## config.mk

```make
export PLATFORM = sky130hd
export DESIGN_NAME = arm_branch_swi_clz_execute_flat
export DESIGN_NICKNAME = d
export VERILOG_FILES = /design/src/abscx_pkg.sv /design/src/abscx_in_if.sv /design/src/abscx_out_if.sv /design/src/abscx_decode.sv /design/src/arm_branch_swi_clz_execute.sv /design/src/flat_wrapper.sv
export SDC_FILE = /design/constraint.sdc
export NUM_CORES = 1
export LEC_CHECK = 0
export ABC_AREA = 1
export BUFFER_PORTS_ARGS = -buffer_cell sky130_fd_sc_hd__clkbuf_2
export CELL_PAD_IN_SITES_DETAIL_PLACEMENT = 0
export CELL_PAD_IN_SITES_GLOBAL_PLACEMENT = 1
export CORE_ASPECT_RATIO = 1.4
export CORE_MARGIN = 1
export CORE_UTILIZATION = 31
export DETAILED_ROUTE_END_ITERATION = 8
export PLACE_DENSITY_LB_ADDON = 0.05
export SYNTH_ARGS = -nofsm -noshare
export SYNTH_HDL_FRONTEND = slang
export SYNTH_SLANG_ARGS = --single-unit
```

## constraint.sdc

```tcl
create_clock -name clk -period 9.7 [get_ports clk]
set_clock_uncertainty 0.15 [all_clocks]
set_input_delay 0.97 -clock clk [delete_from_list [all_inputs] [get_ports clk]]
set_output_delay 0.97 -clock clk [all_outputs]
set_load 0.02 [all_outputs]
```

## src/abscx_pkg.sv

```systemverilog
// ----------------------------------------------------------------------------
// abscx_pkg
// Shared types, constants and helper functions for the branch, exchange,
// software interrupt and leading-zero execute unit.
// ----------------------------------------------------------------------------
package abscx_pkg;

  // result status codes
  typedef enum logic [1:0] {
    ST_OK    = 2'd0,
    ST_UNDEF = 2'd1,
    ST_SWI   = 2'd2,
    ST_HALT  = 2'd3
  } status_t;

  // register branch selector codes (instruction bits 5:4)
  typedef enum logic [1:0] {
    SEL_NONE = 2'd0,
    SEL_BX   = 2'd1,
    SEL_BXJ  = 2'd2,
    SEL_BLX  = 2'd3
  } rb_sel_t;

  // decode patterns
  localparam logic [2:0]  BRANCH_IMM_OP = 3'h5;
  localparam logic [21:0] BRANCH_REG_OP = 22'h04BFFC;
  localparam logic [3:0]  SWI_OP        = 4'hF;
  localparam logic [7:0]  CLZ_OP_HI     = 8'h16;
  localparam logic [3:0]  CLZ_OP_LO     = 4'h1;
  localparam logic [3:0]  COND_NV       = 4'hF;
  localparam logic [3:0]  REG_PC        = 4'hF;
  localparam logic [23:0] HALT_CODE     = 24'h123456;

  // status register layout
  localparam int unsigned T_POS   = 5;
  localparam int unsigned I_POS   = 7;
  localparam logic [4:0]  MODE_SVC = 5'b10011;
  localparam logic [31:0] SWI_VECTOR = 32'h0000_0008;
  localparam logic [31:0] LINK_OFFSET = 32'd4;

  // one result word
  typedef struct packed {
    status_t     status;
    logic        write_pc;
    logic [31:0] new_pc;
    logic        write_link;
    logic [31:0] link_value;
    logic        write_status;
    logic [31:0] new_status;
    logic        write_saved;
    logic [31:0] saved_status;
    logic        write_dest;
    logic [3:0]  dest_index;
    logic [5:0]  dest_value;
  } result_t;

  // leading-zero count as a five-step binary search, 32 for zero
  function automatic logic [5:0] clz32(input logic [31:0] v);
    logic [31:0] x;
    logic [4:0]  n;
    x = v;
    n = '0;
    if (x[31:16] == 16'd0) begin
      n[4] = 1'b1;
      x = {x[15:0], 16'd0};
    end
    if (x[31:24] == 8'd0) begin
      n[3] = 1'b1;
      x = {x[23:0], 8'd0};
    end
    if (x[31:28] == 4'd0) begin
      n[2] = 1'b1;
      x = {x[27:0], 4'd0};
    end
    if (x[31:30] == 2'd0) begin
      n[1] = 1'b1;
      x = {x[29:0], 2'd0};
    end
    if (!x[31]) begin
      n[0] = 1'b1;
    end
    return (v == 32'd0) ? 6'd32 : {1'b0, n};
  endfunction

endpackage

```

## src/abscx_in_if.sv

```systemverilog
// ----------------------------------------------------------------------------
// abscx_in_if
// Instruction channel: one instruction word with its operands per word.
// ----------------------------------------------------------------------------
interface abscx_in_if;
  logic        valid;
  logic        ready;
  logic [31:0] instruction;
  logic [31:0] pc_read;
  logic [31:0] rm_data;
  logic [31:0] status_word;

  modport source (output valid, output instruction, output pc_read,
                  output rm_data, output status_word, input ready);
  modport sink   (input valid, input instruction, input pc_read,
                  input rm_data, input status_word, output ready);
endinterface

```

## src/abscx_out_if.sv

```systemverilog
// ----------------------------------------------------------------------------
// abscx_out_if
// Result channel: architectural writes requested by one instruction.
// ----------------------------------------------------------------------------
interface abscx_out_if;
  logic        valid;
  logic        ready;
  logic [1:0]  status;
  logic        write_pc;
  logic [31:0] new_pc;
  logic        write_link;
  logic [31:0] link_value;
  logic        write_status;
  logic [31:0] new_status;
  logic        write_saved;
  logic [31:0] saved_status;
  logic        write_dest;
  logic [3:0]  dest_index;
  logic [5:0]  dest_value;

  modport source (output valid, output status, output write_pc, output new_pc,
                  output write_link, output link_value, output write_status,
                  output new_status, output write_saved, output saved_status,
                  output write_dest, output dest_index, output dest_value,
                  input ready);
  modport sink   (input valid, input status, input write_pc, input new_pc,
                  input write_link, input link_value, input write_status,
                  input new_status, input write_saved, input saved_status,
                  input write_dest, input dest_index, input dest_value,
                  output ready);
endinterface

```

## src/abscx_decode.sv

```systemverilog
// ----------------------------------------------------------------------------
// abscx_decode
// Combinational decode and execute of one instruction: branch targets,
// link, status updates and leading-zero count.
// ----------------------------------------------------------------------------
module abscx_decode (
  input  logic [31:0]        instruction,
  input  logic [31:0]        pc_read,
  input  logic [31:0]        rm_data,
  input  logic [31:0]        status_word,
  output abscx_pkg::result_t res
);

  logic [3:0]  cond;
  logic        is_nv;
  logic        h_bit;
  logic [31:0] imm_offset;
  logic [31:0] imm_target;
  logic [31:0] link;
  logic [31:0] status_t_set;
  logic [31:0] status_t_clr;
  logic [31:0] status_svc;
  logic [3:0]  rd;
  logic [3:0]  rm_idx;
  abscx_pkg::rb_sel_t sel;

  assign cond   = instruction[31:28];
  assign is_nv  = (cond == abscx_pkg::COND_NV);
  assign h_bit  = instruction[24];
  assign rd     = instruction[15:12];
  assign rm_idx = instruction[3:0];
  assign sel    = abscx_pkg::rb_sel_t'(instruction[5:4]);

  // immediate target; the half-word bit fills offset bit 1 for blx
  assign imm_offset = {{6{instruction[23]}}, instruction[23:0], h_bit & is_nv, 1'b0};
  assign imm_target = pc_read + imm_offset;
  assign link       = pc_read - abscx_pkg::LINK_OFFSET;

  // status variants
  always_comb begin
    status_t_set = status_word;
    status_t_set[abscx_pkg::T_POS] = 1'b1;
    status_t_clr = status_word;
    status_t_clr[abscx_pkg::T_POS] = 1'b0;
    status_svc = status_word;
    status_svc[4:0] = abscx_pkg::MODE_SVC;
    status_svc[abscx_pkg::T_POS] = 1'b0;
    status_svc[abscx_pkg::I_POS] = 1'b1;
  end

  // instruction class select
  always_comb begin
    res = '0;
    res.status = abscx_pkg::ST_UNDEF;
    if (instruction[27:25] == abscx_pkg::BRANCH_IMM_OP) begin
      res.status   = abscx_pkg::ST_OK;
      res.write_pc = 1'b1;
      res.new_pc   = imm_target;
      if (is_nv || h_bit) begin
        res.write_link = 1'b1;
        res.link_value = link;
      end
      if (is_nv) begin
        res.write_status = 1'b1;
        res.new_status   = status_t_set;
      end
    end else if (instruction[27:6] == abscx_pkg::BRANCH_REG_OP) begin
      if (sel != abscx_pkg::SEL_NONE) begin
        res.status       = abscx_pkg::ST_OK;
        res.write_pc     = 1'b1;
        res.new_pc       = {rm_data[31:1], 1'b0};
        res.write_status = 1'b1;
        res.new_status   = rm_data[0] ? status_t_set : status_t_clr;
        if (sel == abscx_pkg::SEL_BLX) begin
          res.write_link = 1'b1;
          res.link_value = link;
        end
      end
    end else if (instruction[27:24] == abscx_pkg::SWI_OP) begin
      if (instruction[23:0] == abscx_pkg::HALT_CODE) begin
        res.status = abscx_pkg::ST_HALT;
      end else begin
        res.status       = abscx_pkg::ST_SWI;
        res.write_pc     = 1'b1;
        res.new_pc       = abscx_pkg::SWI_VECTOR;
        res.write_link   = 1'b1;
        res.link_value   = link;
        res.write_status = 1'b1;
        res.new_status   = status_svc;
        res.write_saved  = 1'b1;
        res.saved_status = status_word;
      end
    end else if (instruction[27:20] == abscx_pkg::CLZ_OP_HI &&
                 instruction[7:4] == abscx_pkg::CLZ_OP_LO) begin
      if (rd != abscx_pkg::REG_PC && rm_idx != abscx_pkg::REG_PC) begin
        res.status     = abscx_pkg::ST_OK;
        res.write_dest = 1'b1;
        res.dest_index = rd;
        res.dest_value = abscx_pkg::clz32(rm_data);
      end
    end
  end

endmodule

```

## src/arm_branch_swi_clz_execute.sv

```systemverilog
// ----------------------------------------------------------------------------
// arm_branch_swi_clz_execute
// Execute unit for immediate and register branches, software interrupt and
// count leading zeros; one result word for every instruction word.
// ----------------------------------------------------------------------------
//  port    | dir  | word contents
//  --------+------+--------------------------------------------------------
//  item    | in   | instruction, pc_read, rm_data, status_word
//  result  | out  | status and the pc, link, cpsr, spsr and rd writes
//
//  one word per cycle while result is not stalled; each word passes from the
//  input register to the result register, with the decode and leading-zero search between them.
//  rst clears both stage valid flags; no word is in flight after reset.
//  a stalled result holds in its register while the input stage still fills;
//  item.ready drops only when both stages hold words and result is stalled.
// ----------------------------------------------------------------------------
module arm_branch_swi_clz_execute (
  input logic          clk,
  input logic          rst,
  abscx_in_if.sink     item,
  abscx_out_if.source  result
);

  logic        in_valid;
  logic [31:0] in_instruction;
  logic [31:0] in_pc_read;
  logic [31:0] in_rm_data;
  logic [31:0] in_status_word;
  logic        out_valid;
  abscx_pkg::result_t out_res;
  abscx_pkg::result_t res;
  logic        load_out;
  logic        advance;

  // stage handshake
  assign load_out   = !out_valid || result.ready;
  assign advance    = in_valid && load_out;
  assign item.ready = !in_valid || load_out;

  // valid flags
  always_ff @(posedge clk) begin
    if (rst) begin
      in_valid  <= 1'b0;
      out_valid <= 1'b0;
    end else begin
      if (item.ready) begin
        in_valid <= item.valid;
      end
      if (load_out) begin
        out_valid <= in_valid;
      end
    end
  end

  // input register
  always_ff @(posedge clk) begin
    if (item.valid && item.ready) begin
      in_instruction <= item.instruction;
      in_pc_read     <= item.pc_read;
      in_rm_data     <= item.rm_data;
      in_status_word <= item.status_word;
    end
  end

  abscx_decode u_decode (
    .instruction (in_instruction),
    .pc_read     (in_pc_read),
    .rm_data     (in_rm_data),
    .status_word (in_status_word),
    .res         (res)
  );

  // result register
  always_ff @(posedge clk) begin
    if (advance) begin
      out_res <= res;
    end
  end

  // result port
  assign result.valid        = out_valid;
  assign result.status       = out_res.status;
  assign result.write_pc     = out_res.write_pc;
  assign result.new_pc       = out_res.new_pc;
  assign result.write_link   = out_res.write_link;
  assign result.link_value   = out_res.link_value;
  assign result.write_status = out_res.write_status;
  assign result.new_status   = out_res.new_status;
  assign result.write_saved  = out_res.write_saved;
  assign result.saved_status = out_res.saved_status;
  assign result.write_dest   = out_res.write_dest;
  assign result.dest_index   = out_res.dest_index;
  assign result.dest_value   = out_res.dest_value;

  // undefined and halt words request no writes
  assert property (@(posedge clk) disable iff (rst)
    out_valid && (out_res.status == abscx_pkg::ST_UNDEF ||
                  out_res.status == abscx_pkg::ST_HALT) |->
      !(out_res.write_pc || out_res.write_link || out_res.write_status ||
        out_res.write_saved || out_res.write_dest))
    else $error("write requested on undefined or halt word");

  // only a software interrupt saves the status register
  assert property (@(posedge clk) disable iff (rst)
    out_valid && out_res.write_saved |-> out_res.status == abscx_pkg::ST_SWI)
    else $error("spsr write outside software interrupt");

  // leading-zero results never move the pc
  assert property (@(posedge clk) disable iff (rst)
    out_valid && out_res.write_dest |->
      !out_res.write_pc && out_res.dest_value <= 6'd32)
    else $error("bad leading-zero result");

  // a word in the input stage moves on when the result side is free
  assert property (@(posedge clk) disable iff (rst)
    in_valid && !out_valid |=> out_valid)
    else $error("input stage did not advance");

  // a stalled result stays put
  assert property (@(posedge clk) disable iff (rst)
    out_valid && !result.ready |=> out_valid && $stable(out_res))
    else $error("stalled result changed");

endmodule

```

## src/flat_wrapper.sv

```systemverilog
// flat-port wrapper written by rule: the top's interface ports become plain ports
module arm_branch_swi_clz_execute_flat 
  (clk, rst, item_valid, item_instruction, item_pc_read, item_rm_data, item_status_word, item_ready, result_valid, result_status, result_write_pc, result_new_pc, result_write_link, result_link_value, result_write_status, result_new_status, result_write_saved, result_saved_status, result_write_dest, result_dest_index, result_dest_value, result_ready);
  abscx_in_if item_i ();
  abscx_out_if result_i ();
  input logic clk;
  input logic rst;
  input wire logic [$bits(item_i.valid)-1:0] item_valid;
  input wire logic [$bits(item_i.instruction)-1:0] item_instruction;
  input wire logic [$bits(item_i.pc_read)-1:0] item_pc_read;
  input wire logic [$bits(item_i.rm_data)-1:0] item_rm_data;
  input wire logic [$bits(item_i.status_word)-1:0] item_status_word;
  output wire logic [$bits(item_i.ready)-1:0] item_ready;
  output wire logic [$bits(result_i.valid)-1:0] result_valid;
  output wire logic [$bits(result_i.status)-1:0] result_status;
  output wire logic [$bits(result_i.write_pc)-1:0] result_write_pc;
  output wire logic [$bits(result_i.new_pc)-1:0] result_new_pc;
  output wire logic [$bits(result_i.write_link)-1:0] result_write_link;
  output wire logic [$bits(result_i.link_value)-1:0] result_link_value;
  output wire logic [$bits(result_i.write_status)-1:0] result_write_status;
  output wire logic [$bits(result_i.new_status)-1:0] result_new_status;
  output wire logic [$bits(result_i.write_saved)-1:0] result_write_saved;
  output wire logic [$bits(result_i.saved_status)-1:0] result_saved_status;
  output wire logic [$bits(result_i.write_dest)-1:0] result_write_dest;
  output wire logic [$bits(result_i.dest_index)-1:0] result_dest_index;
  output wire logic [$bits(result_i.dest_value)-1:0] result_dest_value;
  input wire logic [$bits(result_i.ready)-1:0] result_ready;
  assign item_i.valid = item_valid;
  assign item_i.instruction = item_instruction;
  assign item_i.pc_read = item_pc_read;
  assign item_i.rm_data = item_rm_data;
  assign item_i.status_word = item_status_word;
  assign item_ready = item_i.ready;
  assign result_valid = result_i.valid;
  assign result_status = result_i.status;
  assign result_write_pc = result_i.write_pc;
  assign result_new_pc = result_i.new_pc;
  assign result_write_link = result_i.write_link;
  assign result_link_value = result_i.link_value;
  assign result_write_status = result_i.write_status;
  assign result_new_status = result_i.new_status;
  assign result_write_saved = result_i.write_saved;
  assign result_saved_status = result_i.saved_status;
  assign result_write_dest = result_i.write_dest;
  assign result_dest_index = result_i.dest_index;
  assign result_dest_value = result_i.dest_value;
  assign result_i.ready = result_ready;
  arm_branch_swi_clz_execute u_core (.clk(clk), .rst(rst), .item(item_i), .result(result_i));
endmodule
```

==> out/qor_table.md, run 1 <==
| Stage | Metric | Value |
|:---|:---|:---|
| status | Status | complete, no violations |
| timing | Setup repair after global routing missed its margin | no |
| synth | Number of synthesized flops with an enable pin | 273 |
| synth | Avg Synthesized Cell Area | 11.3 µm² |
| synth | Top cell type's share of synthesized area | 66.1% |
| finish | Antenna fix cells | 0 |
| clocking | Clock latency on the worst-skew pair | 0.56 ns |
| floorplanning | Number of cell rows | 86 |
| finish | Final core utilization | 39.0% |
| synth | Synthesized instance count | 1,095 |
| detailed routing | Initial DRT Pass Iterations | 5 |
| synth | Post-synth top area cell | edfxtp_1 |
| clocking | TritonCTS Sinks | 275 |
| power and ir drop | Leakage power | 6.72 nW |
| clocking | Setup fix buffers added after clock tree synthesis | 0 |
| finish | Fraction of final layout cells with drive strength greater than 1 | 26.5% |
| finish | Filler Cell Count | 3,965 |
| power and ir drop | Max rail drop VDD | 133 µV |
| synth | Unique masters post-synth | 41 |
| detailed routing | WL final | 35.3 mm |
| detailed routing | Wire length per cell | 18.1 µm |
| timing | Maximum operating frequency | 0.279 GHz |
| timing | Final critical-path required period | 3.58 ns |
| synth | Number of nets produced by synthesis | 1,259 |
| detailed routing | Count of antenna-violating nets left after detailed routing | 0 |
| placement | RePlAce Congestion | 0.855 |
| timing | Transition time of the tightest slew-check pin | 1.04 ns |
| synth | Synthesized flop and latch total | 275 |
| timing | Worst slew margin relative to its limit | 30.2% |
| global route | Number of global-route vias before repair | 8,633 |
| detailed routing | Number of DRC violations after detailed routing | 0 |
| global route | Pin count of the biggest net entering global routing | 86 |
| setup path | Crit Path Max Fanout | 26 |
| timing | Number of endpoints with negative hold slack in the final report | 0 |
| hold path | Class of the tightest hold or removal check | register to register |
| floorplanning | Core Footprint | 0.0394 mm² |
| synth | Async set-reset flop share out of synthesis | 0% |
| synth | Share of synthesized area occupied by flip-flops and latches | 66.5% |
| clocking | CTS tree | yes |
| clocking | Maximum count of clock buffers along a single path | 3 |
| synth | Most instantiated flip-flop cell in the synthesis netlist | edfxtp_1 |
| synth | Commonest cells post-synth | 273 x edfxtp_1, 159 x nor2_1, 152 x inv_1, 150 x nand2_1, 66 x o21ai_0 |
| setup path | Start-to-end type of the worst setup path | register to register |
| finish | Relative area change from synthesis to final layout | 24.1% |
| global route | Initial antenna violation count | 0 |
| finish | Final instance count without filler cells | 1,946 |
| setup path | Worst path arrival time | 3.85 ns |
| clocking | Total of cells resized after clock tree synthesis | 0 |
| timing | Fin. max-slew vios | 0 |
| job | Total of max-cap violations | 0 |
| placement | Count of placed standard cells including taps | 1,892 |
| floorplanning | Horizontal die dimension | 171 µm |
| clocking | Clock transition at the registers of the reported paths | 0.06 ns |
| timing | Sum of negative setup slack | 0 ns |
| detailed routing | Count of routing violations after the opening detailed-route iteration | 518 |
| global route | Overall routing resource usage | 17.1% |
| timing | Final period utilization | 36.9% |
| global route | Global-route wire length before repair | 51.1 mm |
| setup path | Setup crit start kind | register |
| global route | GRT overflow | 0 |
| timing | Number of endpoints failing setup at the final stage | 0 |
| detailed routing | Via-per-instance ratio | 4.38 |
| setup path | Critical Path End Type | register |
| synth | Top area cells in the synthesized netlist | edfxtp_1 66%, nor2_1 4.8%, inv_1 4.6% |
| setup path | CP required | 9.97 ns |
| detailed routing | Via count | 8,516 |
| synth | Netlist area before placement | 0.0124 mm² |
| timing | Final worst hold slack | 0.371 ns |
| clocking | Clk root buf | clkbuf_16 |
| clocking | Number of buffers inserted for hold repair after clock tree synthesis | 0 |
| clocking | # H-tree levels | 1 |
| floorplanning | Die Outline Area | 0.0408 mm² |
| clocking | CTS buffer count | 29 |
| synth | Warnings, synthesis | 0 |
| synth | Most common cell in the netlist | edfxtp_1 |
| floorplanning | Number of top-level pins | 279 |
| floorplanning | Die extent in y | 239 µm |
| placement | Count of input and output buffers | 278 |
| placement | Placed wire-length estimate | 27.0 mm |
| finish | Nets | 1,559 |
| floorplanning | Initial core utilization | 31.5% |
| power and ir drop | Power density normalized to cell area | 181 mW/mm² |
layout make-up:
type	count	area, µm²	area share (%)
Sequential cell	275	8240	53.6
Tap cell	528	661	4.30
Timing Repair Buffer	285	1440	9.39
Clock buffer	35	748	4.87
Inverter	157	594	3.86
Clock inverter	19	190	1.24
Multi-Input combinational cell	647	3500	22.8
registers in the layout, indices dropped and copies added, names as in the netlist, 2 cells and up:
register                    cells
u_core.in_instruction          32
u_core.in_pc_read              32
u_core.in_rm_data              32
u_core.in_status_word          32
u_core.result.dest_index        4
u_core.result.dest_value        6
u_core.result.link_value       32
u_core.result.new_pc           32
u_core.result.new_status       32
u_core.result.saved_status     32
u_core.result.status            2
metrics by stage:
stage          setup WS (ns)  total power [mW]  instance area (µm²)
6_report                6.12              2.79                15400
5_1_grt                 5.75              2.90                15400
4_1_cts                 6.08              2.83                15400
3_5_place_dp            6.09              1.71                14400
3_3_place_gp            6.19              1.71                14400
2_1_floorplan          0.873              1.60                12400
final timing paths:
| check | start | end | slack [ns] | depth (start not counted) |
|---|---|---|---|---|
| setup / recovery | u_core.in_instruction[23]$_DFFE_PP_ | u_core.result.new_status[23]$_DFFE_PP_ | 6.12 | 9 |
| hold / removal | u_core.in_valid$_SDFFE_PP0N_ | u_core.result.valid$_SDFFE_PP0P_ | 0.37 | 2 |
| setup reg to reg | u_core.in_instruction[23]$_DFFE_PP_ | u_core.result.new_status[23]$_DFFE_PP_ | 6.12 | 9 |
| hold reg to reg | u_core.in_valid$_SDFFE_PP0N_ | u_core.result.valid$_SDFFE_PP0P_ | 0.37 | 2 |
layout by cell type (no fill, tap or decap), types with 3 or more instances in the layout:
master and n:
nor4_1 12, inv_6 3, clkinv_1 5, ha_1 31, clkinv_2 3, a21oi_1 50, nand4_1 11, nand3_2 4
a21o_1 5, nor2_1 159, buf_4 7, xnor2_1 15, or2_2 3, nand3b_1 5, clkinv_4 3, o21ai_1 4
inv_2 5, a31oi_1 5, clkbuf_2 278, clkbuf_1 6, xor2_1 13, nand2_1 150, o21a_1 5, clkbuf_16 29
nor2_2 4, nand3_1 43, o21ai_0 66, nand2_2 11, o21bai_1 4, or2_1 7, nor2_4 8, bufinv_16 3
nor3_1 13, clkinvlp_4 3, edfxtp_1 273, nand2_4 4, inv_1 151
metal layers:
layer	routed length (µm)	global-route usage, %	up-vias
met4	891	5.41	0
met2	18500	31.7	204
li1	-	-	4349
met3	1710	2.60	43
met5	0	0	-
met1	14100	19.8	3920
cells by family (layout without fill, tap and decap cells):
family / after synthesis / after routing / share of synthesized area (%)
XOR/XNOR: 28 / 28 / 1.98
AO/OA/AOI/OAI: 147 / 147 / 6.48
AND/OR/NAND/NOR: 440 / 440 / 16.4
flip-flops: 275 / 275 / 66.5
adder cells (fa/ha/maj): 32 / 32 / 3.29
buffers and inverters: 173 / 496 / 5.37
power by group:
part	leakage (nW)	internal [mW]	switching, mW
Combinational	3.52	0.0886	0.186
Sequential	2.75	1.37	0.0333
Clock	0.448	0.632	0.476
worst max-delay path: stages (launching register included):
cell and delay, ns:
edfxtp_1 0.56, or2_1 0.34, nor3_1 0.15, nand4_1 0.12
nor2_1 0.70, inv_1 0.60, nand2_1 0.37, nor2_2 0.07
buf_4 0.24, nor2_1 0.12
Power figures use the tool's default switching activity.
==> run 2, diff against run 1 <==
Settings changed: ABC_AREA 1 to 0.
Clock period 9.7 ns to 3.7 ns, I/O delays scaled along.
==> out/qor_table.md, run 2 <==
| Stage | Metric | Value | Delta |
|:---|:---|:---|:---|
| synth | Most instantiated flip-flop cell in the synthesis netlist | edfxtp_1 |  |
| power and ir drop | Portion of total power attributed to combinational logic | 11.6% | +1.8 points |
| synth | Top cell type's share of synthesized area | 69.5% | +3.3 points |
| clocking | Clock transition at the registers of the reported paths | 0.07 ns | about the same |
| timing | Setup repair after global routing missed its margin | no |  |
| synth | Commonest cells post-synth | 273 x edfxtp_1, 74 x nor2_1, 58 x nand2_1, 48 x a21oi_1, 47 x o21ai_0 |  |
| finish | Relative area change from synthesis to final layout | 36.7% |  |
| synth | Avg Synthesized Cell Area | 13.8 µm² | +22% |
| placement | Count of input and output buffers | 278 | unchanged |
| setup path | CP required | 3.85 ns | -6.12 ns |
| global route | Number of global-route vias before repair | 8,663 | +0.35% |
| synth | Share of synthesized area occupied by flip-flops and latches | 69.8% | +3.3 points |
| timing | Fin. max-slew vios | 0 | unchanged |
| placement | RePlAce Congestion | 0.821 | -4.0% |
| synth | Number of nets produced by synthesis | 1,021 | -19% |
| synth | Most common cell in the netlist | edfxtp_1 |  |
| finish | Nets | 1,457 | -6.5% |
| clocking | CTS buffer count | 29 | unchanged |
| setup path | Critical Path End Type | register |  |
| timing | Number of endpoints failing setup at the final stage | 0 | unchanged |
| finish | Fraction of final layout cells with drive strength greater than 1 | 26.8% | +0.33 points |
| power and ir drop | Switching power | 1.84 mW | +160% |
| finish | Most common cell after layout, fill and taps aside | clkbuf_2 |  |
| synth | Number of synthesized flops with an enable pin | 273 | unchanged |
| timing | Sum of negative setup slack | 0 ns | unchanged |
| floorplanning | Die extent in y | 233 µm | -2.4% |
| clocking | # H-tree levels | 1 | unchanged |
| setup path | Crit Path Max Fanout | 4 | -85% |
| synth | Post-synth top area cell | edfxtp_1 |  |
| floorplanning | Die Outline Area | 0.0389 mm² | -4.7% |
| setup path | Start-to-end type of the worst setup path | register to register |  |
| power and ir drop | Max rail drop VDD | 312 µV | +130% |
| synth | Unique masters post-synth | 57 | +39% |
| floorplanning | Number of cell rows | 84 | -2.3% |
| global route | Global-route wire length before repair | 52.5 mm | +2.8% |
| floorplanning | Initial core utilization | 31.5% | about the same |
| detailed routing | WL final | 35.9 mm | +1.7% |
| timing | Final period utilization | 91.0% | +54 points |
| floorplanning | Number of top-level pins | 279 | unchanged |
| finish | Antenna fix cells | 0 | unchanged |
| global route | GRT overflow | 0 | unchanged |
| timing | Number of endpoints with negative hold slack in the final report | 0 | unchanged |
| timing | Worst slew margin relative to its limit | 48.7% | +18 points |
| synth | Async set-reset flop share out of synthesis | 0% | unchanged |
| floorplanning | Core Footprint | 0.0375 mm² | -4.7% |
| power and ir drop | Share of total power in the clock network | 38.3% | -1.5 points |
| finish | Commonest cells after routing, fill and taps aside | 278 x clkbuf_2, 273 x edfxtp_1, 131 x dlygate4sd3_1, 72 x nor2_1, 58 x nand2_1 |  |
| finish | Filler Cell Count | 3,589 | -9.5% |
| synth | Synthesized flop and latch total | 275 | unchanged |
| clocking | Clock latency on the worst-skew pair | 0.56 ns | about the same |
| detailed routing | Via count | 8,524 | +0.094% |
| hold path | Min-Delay Startpoint | item_valid |  |
| setup path | Setup crit start kind | register |  |
| detailed routing | Number of DRC violations after detailed routing | 0 | unchanged |
| detailed routing | Via-per-instance ratio | 4.77 | +8.9% |
| power and ir drop | Power density normalized to cell area | 463 mW/mm² | +160% |
| timing | Final critical-path required period | 3.37 ns | -0.213 ns |
| power and ir drop | Switching part of the total | 24.6% | -0.39 points |
| clocking | CTS tree | yes |  |
| global route | Pin count of the biggest net entering global routing | 122 | +42% |
| global route | Overall routing resource usage | 18.2% | +1.2 points |
| finish | Final core utilization | 43.0% | +3.9 points |
| power and ir drop | Leakage power | 6.15 nW | -8.5% |
| detailed routing | Count of routing violations after the opening detailed-route iteration | 361 | -30% |
| clocking | Clk root buf | clkbuf_16 |  |
| synth | Top area cells in the synthesized netlist | edfxtp_1 69%, ha_1 3.3%, nor2_1 2.4% |  |
| setup path | Launching instance or port of the critical path | u_core.in_instruction[31]$_DFFE_PP_ |  |
| clocking | TritonCTS Sinks | 275 | unchanged |
| job | Total of max-cap violations | 0 | unchanged |
| power and ir drop | Sequential Power Share | 50.1% | -0.3 points |
| detailed routing | Count of antenna-violating nets left after detailed routing | 0 | unchanged |
| synth | Warnings, synthesis | 0 | unchanged |
| synth | Netlist area before placement | 0.0118 mm² | -4.8% |
| placement | Placed wire-length estimate | 25.7 mm | -4.6% |
| detailed routing | Wire length per cell | 20.1 µm | +11% |
| setup path | Worst path arrival time | 3.52 ns | -0.33 ns |
| hold path | Class of the tightest hold or removal check | primary input to register |  |
| timing | Maximum operating frequency | 0.297 GHz | +6.3% |
| power and ir drop | Cell internal power dissipation | 5.64 mW | +170% |
| clocking | Maximum count of clock buffers along a single path | 3 | unchanged |
| timing | Transition time of the tightest slew-check pin | 0.763 ns | -0.281 ns |
| global route | Initial antenna violation count | 0 | unchanged |
| status | Status | complete, no violations |  |
| setup path | Source of the worst register-to-register timing path | u_core.in_instruction[31]$_DFFE_PP_ |  |
| detailed routing | Initial DRT Pass Iterations | 6 | +1 |
| synth | Synthesized instance count | 857 | -22% |
| floorplanning | Horizontal die dimension | 167 µm | -2.4% |
## run 2: path summary, 6_finish.rpt
| path | endpoint | slack (ns) | cells after the start |
|---|---|---|---|
| max | u_core.result.new_pc[31]$_DFFE_PP_ | 0.33 | 14 |
| min reg2reg | u_core.result.saved_status[5]$_SDFFCE_PP0P_ | 0.37 | 1 |
| min | u_core.in_instruction[12]$_DFFE_PP_ | 0.30 | 2 |
| max reg2reg | u_core.result.new_pc[31]$_DFFE_PP_ | 0.33 | 14 |
## run 2: power by group through the flow
stage	clock network [mW]	registers, mW	logic [mW]
global placement	0	3.81	0.766
CTS	2.97	3.74	0.879
global route	3.07	3.76	0.950
floorplan	0	3.87	0.339
finish	2.86	3.74	0.869
detailed placement	0	3.81	0.765
## run 2: repair_timing
action / in CTS / in global routing
endpoints found under the hold margin: 130 / 0
setup endpoints to repair: 0 / 5
hold buffers: 131 / 0
resized for setup: 0 / 3
setup buffers: 0 / 1
## run 2: kinds of logic after synthesis
group                    count (synthesis)  share of synthesized area (%)
AND/OR/NAND/NOR                        311                           14.1
flip-flops                             275                           69.8
AO/OA/AOI/OAI                          160                           8.39
XOR/XNOR                                42                           3.12
buffers and inverters                   37                           1.18
adder cells (fa/ha/maj)                 32                           3.46
## run 2: final cells by class
| class | instances | area, µm² | share of cell area (%) |
|---|---|---|---|
| clock buffers | 37 | 756 | 4.68 |
| clock inverters | 16 | 159 | 0.985 |
| flip-flops and latches | 275 | 8240 | 51.1 |
| multi-input cells | 545 | 3450 | 21.4 |
| inverters | 14 | 52.6 | 0.326 |
| repair buffers | 428 | 2880 | 17.9 |
| well taps | 473 | 592 | 3.67 |
## run 2: routing by layer
layer  wire length [µm]  global-route usage, %  vias up
li1                   -                      -     4108
met3               1500                   2.81       56
met5                  0                      0        -
met1              14000                   20.1     4118
met4                877                   5.90        0
met2              19500                   35.3      242
## run 2: metrics by stage
step / power (mW) / instances / hold slack, ns / setup slack, ns / instance area [µm²]
3_5_place_dp: 4.57 / 1603 / 0.356 / 0.216 / 13900
6_report: 7.47 / 1788 / 0.305 / 0.333 / 16100
4_1_cts: 7.59 / 1787 / 0.294 / 0.203 / 16100
5_1_grt: 7.77 / 1788 / 0.323 / 0.0355 / 16100
2_1_floorplan: 4.21 / 857 / 0.292 / 0.401 / 11800
3_3_place_gp: 4.57 / 1603 / 0.353 / 0.299 / 13900
## run 2: worst max-delay path, cell delays in order, from the launching register on
cell	delay [ns]
edfxtp_1	0.32
and4_1	0.27
and2_1	0.15
ha_1	0.19
inv_1	0.07
fa_1	0.47
nor2b_2	0.16
o31ai_2	0.09
a21oi_2	0.27
o21ai_0	0.18
a31oi_1	0.23
o21ai_0	0.14
nand2b_1	0.17
nor2b_1	0.15
o211ai_1	0.09
